<file path="config.mk">
export PLATFORM = sky130hd
export DESIGN_NAME = mandelbrot_escape_time
export DESIGN_NICKNAME = d
export VERILOG_FILES = /design/src/hdl/mbe_pkg.sv /design/src/hdl/mbe_datapath.sv /design/src/hdl/mbe_ctrl.sv /design/src/hdl/mandelbrot_escape_time.sv
export SDC_FILE = /design/constraint.sdc
export NUM_CORES = 2
export LEC_CHECK = 0
export ABC_CLOCK_PERIOD_IN_PS = 10900
export BUFFER_PORTS_ARGS = -buffer_cell sky130_fd_sc_hd__buf_2
export CAP_MARGIN = 20
export CORE_ASPECT_RATIO = 0.75
export CORE_MARGIN = 2
export CORE_UTILIZATION = 45
export DETAILED_ROUTE_END_ITERATION = 8
export PLACE_DENSITY = 0.69
export SKIP_CTS_REPAIR_TIMING = 1
export SLEW_MARGIN = 20
export SYNTH_ARGS = -nofsm -noshare
export SYNTH_HDL_FRONTEND = slang
export SYNTH_HIERARCHICAL = 1
export SYNTH_SLANG_ARGS = --single-unit
export TNS_END_PERCENT = 1
</file>
<file path="constraint.sdc">
create_clock -name clk -period 10.9 [get_ports clk]
set_input_delay 1.09 -clock clk [delete_from_list [all_inputs] [get_ports clk]]
set_output_delay 1.09 -clock clk [all_outputs]
set_load 0.02 [all_outputs]
</file>
<file path="src/hdl/mbe_pkg.sv">
// ----------------------------------------------------------------------------
// mbe_pkg
// Shared types and constants for the escape-time iteration block.
// ----------------------------------------------------------------------------
package mbe_pkg;

    localparam int FRAC_BITS = 28;
    localparam int C_W       = 32;
    localparam int ZW        = FRAC_BITS + 6;
    localparam int PW        = 2 * ZW;
    localparam int CFG_W     = 13;
    localparam int COUNT_W   = 12;

    localparam logic [CFG_W-1:0] MAX_ITER_RESET = 13'd2000;

    // 4.0 at 2*FRAC_BITS fraction bits, one bit wider than a product
    localparam logic [PW:0] ESC_BOUND =
        {{(PW + 1 - 3 - 2 * FRAC_BITS){1'b0}}, 3'b100, {(2 * FRAC_BITS){1'b0}}};

    typedef struct packed {
        logic signed [C_W-1:0] c_real;
        logic signed [C_W-1:0] c_imag;
    } point_t;

    typedef struct packed {
        logic               escaped;
        logic [COUNT_W-1:0] escape_count;
    } result_t;

    typedef enum logic [1:0] {
        MUL_SQA,
        MUL_SQB,
        MUL_CROSS
    } mul_sel_t;

    typedef enum logic [2:0] {
        ST_IDLE,
        ST_SQA,
        ST_SQB,
        ST_CROSS,
        ST_UPD
    } state_t;

    typedef struct packed {
        logic     load;
        logic     mul_en;
        mul_sel_t sel;
        logic     upd;
    } ctrl_t;

endpackage

</file>
<file path="src/hdl/mbe_datapath.sv">
// ----------------------------------------------------------------------------
// mbe_datapath
// z registers, one shared signed multiplier, product registers, escape test.
// ----------------------------------------------------------------------------
module mbe_datapath
    import mbe_pkg::*;
(
    input  logic   clk,
    input  ctrl_t  ctrl,
    input  point_t point,
    output logic   esc
);

    logic signed [ZW-1:0] cr_reg;
    logic signed [ZW-1:0] ci_reg;
    logic signed [ZW-1:0] za_reg;
    logic signed [ZW-1:0] zb_reg;
    logic signed [PW-1:0] sqa_reg;
    logic signed [PW-1:0] sqb_reg;
    logic signed [PW-1:0] cross_reg;

    logic signed [ZW-1:0] mul_a;
    logic signed [ZW-1:0] mul_b;
    logic signed [PW-1:0] prod;
    logic signed [PW:0]   diff;
    logic signed [PW:0]   re_full;
    logic signed [PW:0]   im_full;
    logic [PW:0]          mag_sum;
    logic signed [ZW-1:0] za_next;
    logic signed [ZW-1:0] zb_next;

    always_comb
    begin
        case (ctrl.sel)
            MUL_SQA:
            begin
                mul_a = za_reg;
                mul_b = za_reg;
            end
            MUL_SQB:
            begin
                mul_a = zb_reg;
                mul_b = zb_reg;
            end
            MUL_CROSS:
            begin
                mul_a = za_reg;
                mul_b = zb_reg;
            end
            default:
            begin
                mul_a = za_reg;
                mul_b = zb_reg;
            end
        endcase
    end

    assign prod = mul_a * mul_b;

    // arithmetic shift gives floor
    assign diff    = {sqa_reg[PW-1], sqa_reg} - {sqb_reg[PW-1], sqb_reg};
    assign re_full = diff >>> FRAC_BITS;
    assign im_full = $signed({cross_reg, 1'b0}) >>> FRAC_BITS;
    assign za_next = re_full[ZW-1:0] + cr_reg;
    assign zb_next = im_full[ZW-1:0] + ci_reg;

    // squares are non-negative
    assign mag_sum = {1'b0, sqa_reg} + {1'b0, sqb_reg};
    assign esc     = mag_sum > ESC_BOUND;

    always_ff @(posedge clk)
    begin
        if (ctrl.load)
        begin
            cr_reg <= ZW'(point.c_real);
            ci_reg <= ZW'(point.c_imag);
            za_reg <= '0;
            zb_reg <= '0;
        end
        else if (ctrl.upd)
        begin
            za_reg <= za_next;
            zb_reg <= zb_next;
        end
        if (ctrl.mul_en)
        begin
            case (ctrl.sel)
                MUL_SQA:   sqa_reg   <= prod;
                MUL_SQB:   sqb_reg   <= prod;
                MUL_CROSS: cross_reg <= prod;
                default:   cross_reg <= prod;
            endcase
        end
    end

endmodule

</file>
<file path="src/hdl/mbe_ctrl.sv">
// ----------------------------------------------------------------------------
// mbe_ctrl
// Pass sequencer: iteration count, limit check, result register and strobe.
// ----------------------------------------------------------------------------
module mbe_ctrl
    import mbe_pkg::*;
#(
    parameter int MAX_ITER_LIMIT = 4096
)
(
    input  logic             clk,
    input  logic             rst_n,
    input  logic             start,
    input  logic [CFG_W-1:0] max_iterations,
    input  logic             esc,
    output ctrl_t            ctrl,
    output logic             busy,
    output logic             done,
    output result_t          result
);

    localparam int CW = $clog2(MAX_ITER_LIMIT + 1);

    state_t          state_reg;
    state_t          state_next;
    logic [CW-1:0]   iter_reg;
    logic [CW-1:0]   iter_next;
    logic [CW-1:0]   limit_reg;
    logic [CW-1:0]   limit_next;
    logic            done_reg;
    logic            done_next;
    result_t         result_reg;
    result_t         result_next;

    always_ff @(posedge clk or negedge rst_n)
    begin
        if (!rst_n)
        begin
            state_reg <= ST_IDLE;
            done_reg  <= 1'b0;
        end
        else
        begin
            state_reg <= state_next;
            done_reg  <= done_next;
        end
    end

    always_ff @(posedge clk)
    begin
        iter_reg   <= iter_next;
        limit_reg  <= limit_next;
        result_reg <= result_next;
    end

    always_comb
    begin
        state_next  = state_reg;
        iter_next   = iter_reg;
        limit_next  = limit_reg;
        done_next   = 1'b0;
        result_next = result_reg;
        ctrl        = '{load: 1'b0, mul_en: 1'b0, sel: MUL_SQA, upd: 1'b0};
        case (state_reg)
            ST_IDLE:
            begin
                if (start)
                begin
                    ctrl.load = 1'b1;
                    iter_next = '0;
                    if (32'(max_iterations) > 32'(MAX_ITER_LIMIT))
                        limit_next = CW'(MAX_ITER_LIMIT);
                    else
                        limit_next = CW'(max_iterations);
                    state_next = ST_SQA;
                end
            end
            ST_SQA:
            begin
                ctrl.mul_en = 1'b1;
                ctrl.sel    = MUL_SQA;
                state_next  = ST_SQB;
            end
            ST_SQB:
            begin
                ctrl.mul_en = 1'b1;
                ctrl.sel    = MUL_SQB;
                state_next  = ST_CROSS;
            end
            ST_CROSS:
            begin
                ctrl.mul_en = 1'b1;
                ctrl.sel    = MUL_CROSS;
                if (iter_reg == limit_reg)
                begin
                    result_next = '{escaped: 1'b0, escape_count: '0};
                    done_next   = 1'b1;
                    state_next  = ST_IDLE;
                end
                else if (esc)
                begin
                    result_next = '{escaped: 1'b1, escape_count: COUNT_W'(iter_reg)};
                    done_next   = 1'b1;
                    state_next  = ST_IDLE;
                end
                else
                begin
                    state_next = ST_UPD;
                end
            end
            ST_UPD:
            begin
                ctrl.upd   = 1'b1;
                iter_next  = iter_reg + 1'b1;
                state_next = ST_SQA;
            end
            default:
            begin
                state_next = ST_IDLE;
            end
        endcase
    end

    assign busy   = (state_reg != ST_IDLE);
    assign done   = done_reg;
    assign result = result_reg;

endmodule

</file>
<file path="src/hdl/mandelbrot_escape_time.sv">
// ----------------------------------------------------------------------------
// mandelbrot_escape_time
// Escape-time iteration of z = z*z + c for one point, exact fixed point.
// ----------------------------------------------------------------------------
// Usage:
//   An item (c_real, c_imag, Q4.28) is taken on point when start is high and
//   busy is low. busy stays high while the point iterates.
//   One result per item appears on result for a single cycle with done high;
//   the receiver cannot stall it, so it must take it then.
//   Each pass uses the one shared 34x34 multiplier three times (za^2, zb^2,
//   za*zb) and then updates z. A point that escapes at pass k gives done
//   with escape_count k; a point in the set gives done with escaped low
//   after n passes, n being max_iterations capped at MAX_ITER_LIMIT.
//   max_iterations is written on cfg_data when cfg_valid is high (cfg_ready
//   is always high); write it only while idle.
//   Reset sets max_iterations to 2000 and returns the sequencer to idle;
//   an item in flight is dropped.
// ----------------------------------------------------------------------------
module mandelbrot_escape_time
    import mbe_pkg::*;
#(
    parameter int MAX_ITER_LIMIT = 4096
)
(
    input  logic             clk,
    input  logic             rst_n,
    input  logic             start,
    output logic             busy,
    input  point_t           point,
    output logic             done,
    output result_t          result,
    input  logic             cfg_valid,
    output logic             cfg_ready,
    input  logic [CFG_W-1:0] cfg_data
);

    logic [CFG_W-1:0] max_iterations_reg;
    logic [CFG_W-1:0] max_iterations_next;
    ctrl_t            ctrl;
    logic             esc;
    logic             busy_int;

    assign cfg_ready = 1'b1;
    assign max_iterations_next = (cfg_valid && cfg_ready) ? cfg_data : max_iterations_reg;

    always_ff @(posedge clk or negedge rst_n)
    begin
        if (!rst_n)
            max_iterations_reg <= MAX_ITER_RESET;
        else
            max_iterations_reg <= max_iterations_next;
    end

    mbe_ctrl #(
        .MAX_ITER_LIMIT (MAX_ITER_LIMIT)
    ) u_ctrl (
        .clk            (clk),
        .rst_n          (rst_n),
        .start          (start),
        .max_iterations (max_iterations_reg),
        .esc            (esc),
        .ctrl           (ctrl),
        .busy           (busy_int),
        .done           (done),
        .result         (result)
    );

    mbe_datapath u_datapath (
        .clk   (clk),
        .ctrl  (ctrl),
        .point (point),
        .esc   (esc)
    );

    assign busy = busy_int;

endmodule

</file>
# == Yosys cells after proc, flatten, opt, wreduce, memory -nomap -nowiden ==
# Cells that the tools add are included.
# totals
input_bits,81
out_inout_bits,16
register_bits,385
wordCells,58
# op_classes
reduce_logical,12
add_sub_neg,5
n_lt_le_gt_ge,2
bitwise,1
n_mul,1
muxes,16
eq_ne,7
# ops
operator,n
68-bit by 68-bit adder with 69-bit output,1
69-bit by 59-bit greater-than comparator with 1-bit output (second input constant),1
34-bit adder,2
34-bit by 34-bit multiplier with 68-bit output,1
34-bit two-way mux,2
62-bit subtractor,1
13-bit two-way mux,2
13-bit one-hot mux with 2 select lines,1
3-bit one-hot mux with 5 select lines,1
13-bit by 1-bit adder with 13-bit output (second input constant),1
13-bit equality test,1
13-bit greater-than comparator (second input constant),1
2-bit AND reduction,6
3-bit two-way mux,3
3-bit one-hot mux with 3 select lines,1
3-bit by 2-bit equality test with 1-bit output (second input constant),2
1-bit two-way mux,6
2-bit nonzero test,2
3-bit by 1-bit equality test with 1-bit output (second input constant),1
3-bit equality test (second input constant),1
3-bit zero test,1
3-bit nonzero test,1
2-bit by 1-bit equality test with 1-bit output (second input constant),1
2-bit zero test,1
other kinds (3),3

# == Depth between registers and ports, before layout ==
# depth
ltp_word,6
mapped_depth,40
ltp_nobuf,37

# == Hierarchy ==
# Netlist, hierarchy kept.
# modules_own_cells
mod,cells_each,n_inst,seq_area_each_um2,area_per_inst_um2
mbe_datapath,6682,1,8388.0,60949.7
mbe_ctrl,150,1,1271.2,1985.7
mandelbrot_escape_time,29,1,332.8,539.3

# == Least setup slack after synthesis ==
# No wires, ideal clock.
# synth_timing
kind,register -> register
from,reg u_ctrl.state_reg[2]
to,"reg u_datapath.sqa_reg[64], data pin"
setup_ns,0.273
stages_incl_launch_ff,38
required_ns,10.627
path_buffers,4
setup_slack_ns,0.827
synth_period_minus_slack_ns,10.073
arrival_ns,9.800
path_cell_list,dfrtp_1 > and3b_1 > nand2b_1 > clkbuf_1 > buf_1 > buf_1 > mux2i_1 > clkbuf_1 > nor2_1 > fa_1 > inv_1 > fa_1 > inv_1 > fa_1 > inv_1 > fa_1 > inv_1 > fa_1 > [2 not listed] > inv_1 > fa_1 > inv_1 > ha_1 > nand2_1 > or3_1 > nor4b_1 > nor2_1 > a21boi_1 > a41oi_1 > o41ai_1 > a221oi_1 > o21bai_2 > a211oi_1 > o21ai_1 > a21oi_1 > o31ai_1 > xor2_1
# synth_lines
item,line_no,rtl
start: declaration,mbe_ctrl.sv:24,state_t state_reg;
start signal: assignment,mbe_ctrl.sv:44,state_reg <= state_next;
end signal: assignment,mbe_datapath.sv:88,MUL_SQA: sqa_reg <= prod;
end: declaration,mbe_datapath.sv:18,logic signed [PW-1:0] sqa_reg;

==> summary.md <==
| Metric | Value |
|---|---|
| DR pass1 iterations | 6 |
| Leakage | 32.1 nW |
| Slew Limit Fails | 0 |
| Warning count from the yosys run | 6 |
| Register-to-Register Path Depth | 36 |
| Psw | 0.00770 W |
| DRC errors left | 0 |
| Most frequent cells in the layout | 1,333 x inv_1, 1,244 x fa_1, 851 x nand2_1, 822 x nor2_1, 400 x ha_1 |
| Starting DRT DRC Count | 5,338 |
| Dpl cells | 8,784 |
| WHS | 0.401 ns |
| Peak Freq | 93.7 MHz |
| Core area | 0.140 mm^2 |
| Final min period | 10.67 ns |
| Seq cells post-synth | 358 |
| Vias | 50,113 |
| Synth async-reset ratio | 0.0475 |
| Syn nets | 8,586 |
| FF-to-FF Start | u_ctrl/state_reg[2] |
| Mapped Cells | 6,861 |
| Max cap viols | 0 |
| Final setup viols | 0 |
| Gate power share | 0.741 |
| Clk buf depth | 3 |
| Reg clk slew, reported paths | 0.07 ns |
| First-pass GRT wire length | 322 mm |
| Run status | finished, final reports clean |
| CTS tree | done |
| # fillers | 13,188 |
| Initial antenna violation count | 3 |
| Routability cong. | 1.01 |
| Layout area overhead | 7.86% |
| CP Max Fanout | 21 |
| Clk_skew | 0.0233 ns |
| Routed Antenna Nets | 0 |
| CTS Root Cell | clkbuf_16 |
| Clk pwr share | 0.088 |
| Mapped Area | 0.0635 mm^2 |
| Crit-path max cell delay | 0.55 ns |
| Die Footprint | 0.144 mm^2 |
| R2r endpoint | u_datapath/sqa_reg[67] |
| FF-to-FF setup slack | 0.23 ns |
| Rel. slew slack | 0.296 |
| Most common cell after layout, fill and taps aside | inv_1 |
| Final period utilization | 0.979 |
| PortBufs | 95 |
| Wire per inst | 24.0 um |
| Vias per inst | 5.66 |
| Seq/Total Area, Yosys | 0.157 |
| CTS Buf Count | 31 |
| Setup ws final | 0.226 ns |
| Post-synth EDFFs | 273 |
| Placement Setup Slack | -0.00119 ns |
| Slew @ Worst Pin | 1.03 ns |
| Non-Filler Instances | 8,856 |
| Nets | 8,680 |
| Tot GR Track Use | 0.298 |
| Crit path buf inv count | 8 |
| WS Path Type | reg -> reg |
| Startpoint type of the worst setup path | flip-flop |
| CP Capture Type | flip-flop |
| Worst min path class | in -> async |
| Num ports | 97 |
| Main synth FF type | edfxtp_1 |
| Clk sinks | 358 |
| CP most frequent cell | fa_1 |
| Reg power frac | 0.171 |
| P per Cell Area | 205 mW/mm^2 |
| Ratio of cells with drive above 1 in the final layout | 0.0788 |
| Starting density of the core | 0.453 |
| Skew-Pair Late Insertion Delay | 0.62 ns |
| Post-synthesis average cell area | 9.25 um^2 |
| Arr. time, crit path | 11.03 ns |
| Worst VDD drop | 0.235 mV |
| Vias in the first global route | 51,540 |
| Die Wd | 438 um |
| Htree depth | 1 |
| Post-DP HPWL | 179 mm |
| Final Hold Vio Count | 0 |
| Slowest-stage cell, CP | fa_1 |
| Die Y | 329 um |
| RSZ-0062 raised after global routing | false |
| Rows | 119 |
| Distinct cells, synth | 110 |
| Largest net degree at the start of global routing | 77 |
| Total power | 0.0141 W |
| Routed wire length | 213 mm |
| Gr ovfl total | 0 |
| Worst path required time | 11.25 ns |
| CP delay by family, top | adder cells |
| Internal power | 0.00635 W |
| Switching part of the total | 0.548 |
-- stage by stage --
stage / util / TNS (ns) / area (um^2)
4_1_cts: 0.487 / -0.104 / 68300
3_3_place_gp: 0.479 / 0 / 67200
2_1_floorplan: - / 0 / 63500
5_1_grt: 0.488 / 0 / 68500
3_5_place_dp: 0.479 / -0.00237 / 67200
6_report: 0.488 / 0 / 68500
-- synthesized netlist by cell type, types with 13 or more instances --
| cell type | n | area share |
|---|---|---|
| nor3_1 | 68 | 0.0054 |
| o21a_1 | 45 | 0.0053 |
| nand2_1 | 853 | 0.050 |
| and2_1 | 36 | 0.0035 |
| buf_1 | 13 | 0.00077 |
| nand3_1 | 49 | 0.0039 |
| xor2_1 | 56 | 0.0077 |
| nand4_1 | 41 | 0.0040 |
| fa_1 | 1244 | 0.39 |
| o21bai_1 | 44 | 0.0052 |
| nor2_1 | 824 | 0.049 |
| a21oi_1 | 231 | 0.018 |
| a21o_1 | 75 | 0.0089 |
| xnor2_1 | 140 | 0.019 |
| or3_1 | 13 | 0.0013 |
| o21ai_0 | 133 | 0.010 |
| inv_1 | 1334 | 0.079 |
| o31ai_1 | 34 | 0.0040 |
| clkbuf_1 | 235 | 0.014 |
| a211oi_1 | 37 | 0.0044 |
| nor2b_1 | 50 | 0.0049 |
| ha_1 | 400 | 0.079 |
| dfxtp_1 | 68 | 0.021 |
| edfxtp_1 | 273 | 0.13 |
| and3_1 | 17 | 0.0017 |
| nand2b_1 | 37 | 0.0036 |
| nor4_1 | 41 | 0.0040 |
| a31oi_1 | 30 | 0.0030 |
| mux2i_1 | 107 | 0.017 |
-- kinds of logic after synthesis --
kind of cell / count (synthesis) / synth area share
simple gates: 2104 / 0.141
fa+ha+maj: 1644 / 0.471
buf+inv: 1626 / 0.0986
compound gates: 811 / 0.0846
flops: 358 / 0.157
xor+xnor: 196 / 0.0270
mux: 121 / 0.0199
other cells: 1 / 0.0000591
-- metal layers --
metal	part of all wire	up-vias	wire length [um]	GRT usage
li1	-	21547	-	-
met1	0.42	25455	88400	0.424
met2	0.43	2658	91800	0.450
met3	0.11	449	24200	0.0711
met4	0.038	4	8170	0.0939
met5	0.00012	-	25	0
-- worst max-delay path by stage --
| stage | slack, ns | start | endpoint | cells past startpoint |
|---|---|---|---|---|
| finish | 0.23 | u_ctrl/state_reg[2] | u_datapath/sqa_reg[67] | 36 |
| global route | 0.01 | u_ctrl/state_reg[2] | u_datapath/sqb_reg[64] | 39 |
| CTS | -0.06 | u_ctrl/state_reg[2] | u_datapath/sqb_reg[64] | 39 |
| detailed placement | -0.001 | u_ctrl/state_reg[2] | u_datapath/sqa_reg[64] | 39 |
| global placement | 0.21 | u_ctrl/state_reg[2] | u_datapath/sqa_reg[64] | 39 |
| floorplan | 0.83 | u_ctrl/state_reg[2] | u_datapath/sqa_reg[64] | 37 |
-- worst reg2reg max path: cells and delay by family (launching register included) --
family	cells	cell delay [ns]
xor+xnor	1	0.09
buf+inv	8	1.32
flops	1	0.44
fa+ha+maj	9	3.91
simple gates	11	2.94
compound gates	7	1.70
-- cell type report --
class | count | area [um^2] | area share
sequential | 358 | 9990 | 0.146
clock inverter | 15 | 183 | 0.00267
clock buffer | 43 | 936 | 0.0137
tap | 1875 | 2350 | 0.0343
antenna | 1 | 2.50 | 0.0000366
multi-input combinational | 4877 | 47500 | 0.694
timing repair buffer | 339 | 2440 | 0.0357
inverter | 1348 | 5070 | 0.0740
-- power by group through the flow --
stage	registers, W	logic [W]	clock network (W)
detailed placement	0.00243	0.0100	0
floorplan	0.00232	0.00678	0
finish	0.00240	0.0104	0.00123
global route	0.00244	0.0112	0.00131
global placement	0.00241	0.00992	0
CTS	0.00240	0.0101	0.00125
No activity file was read; power rests on OpenSTA's default activity.
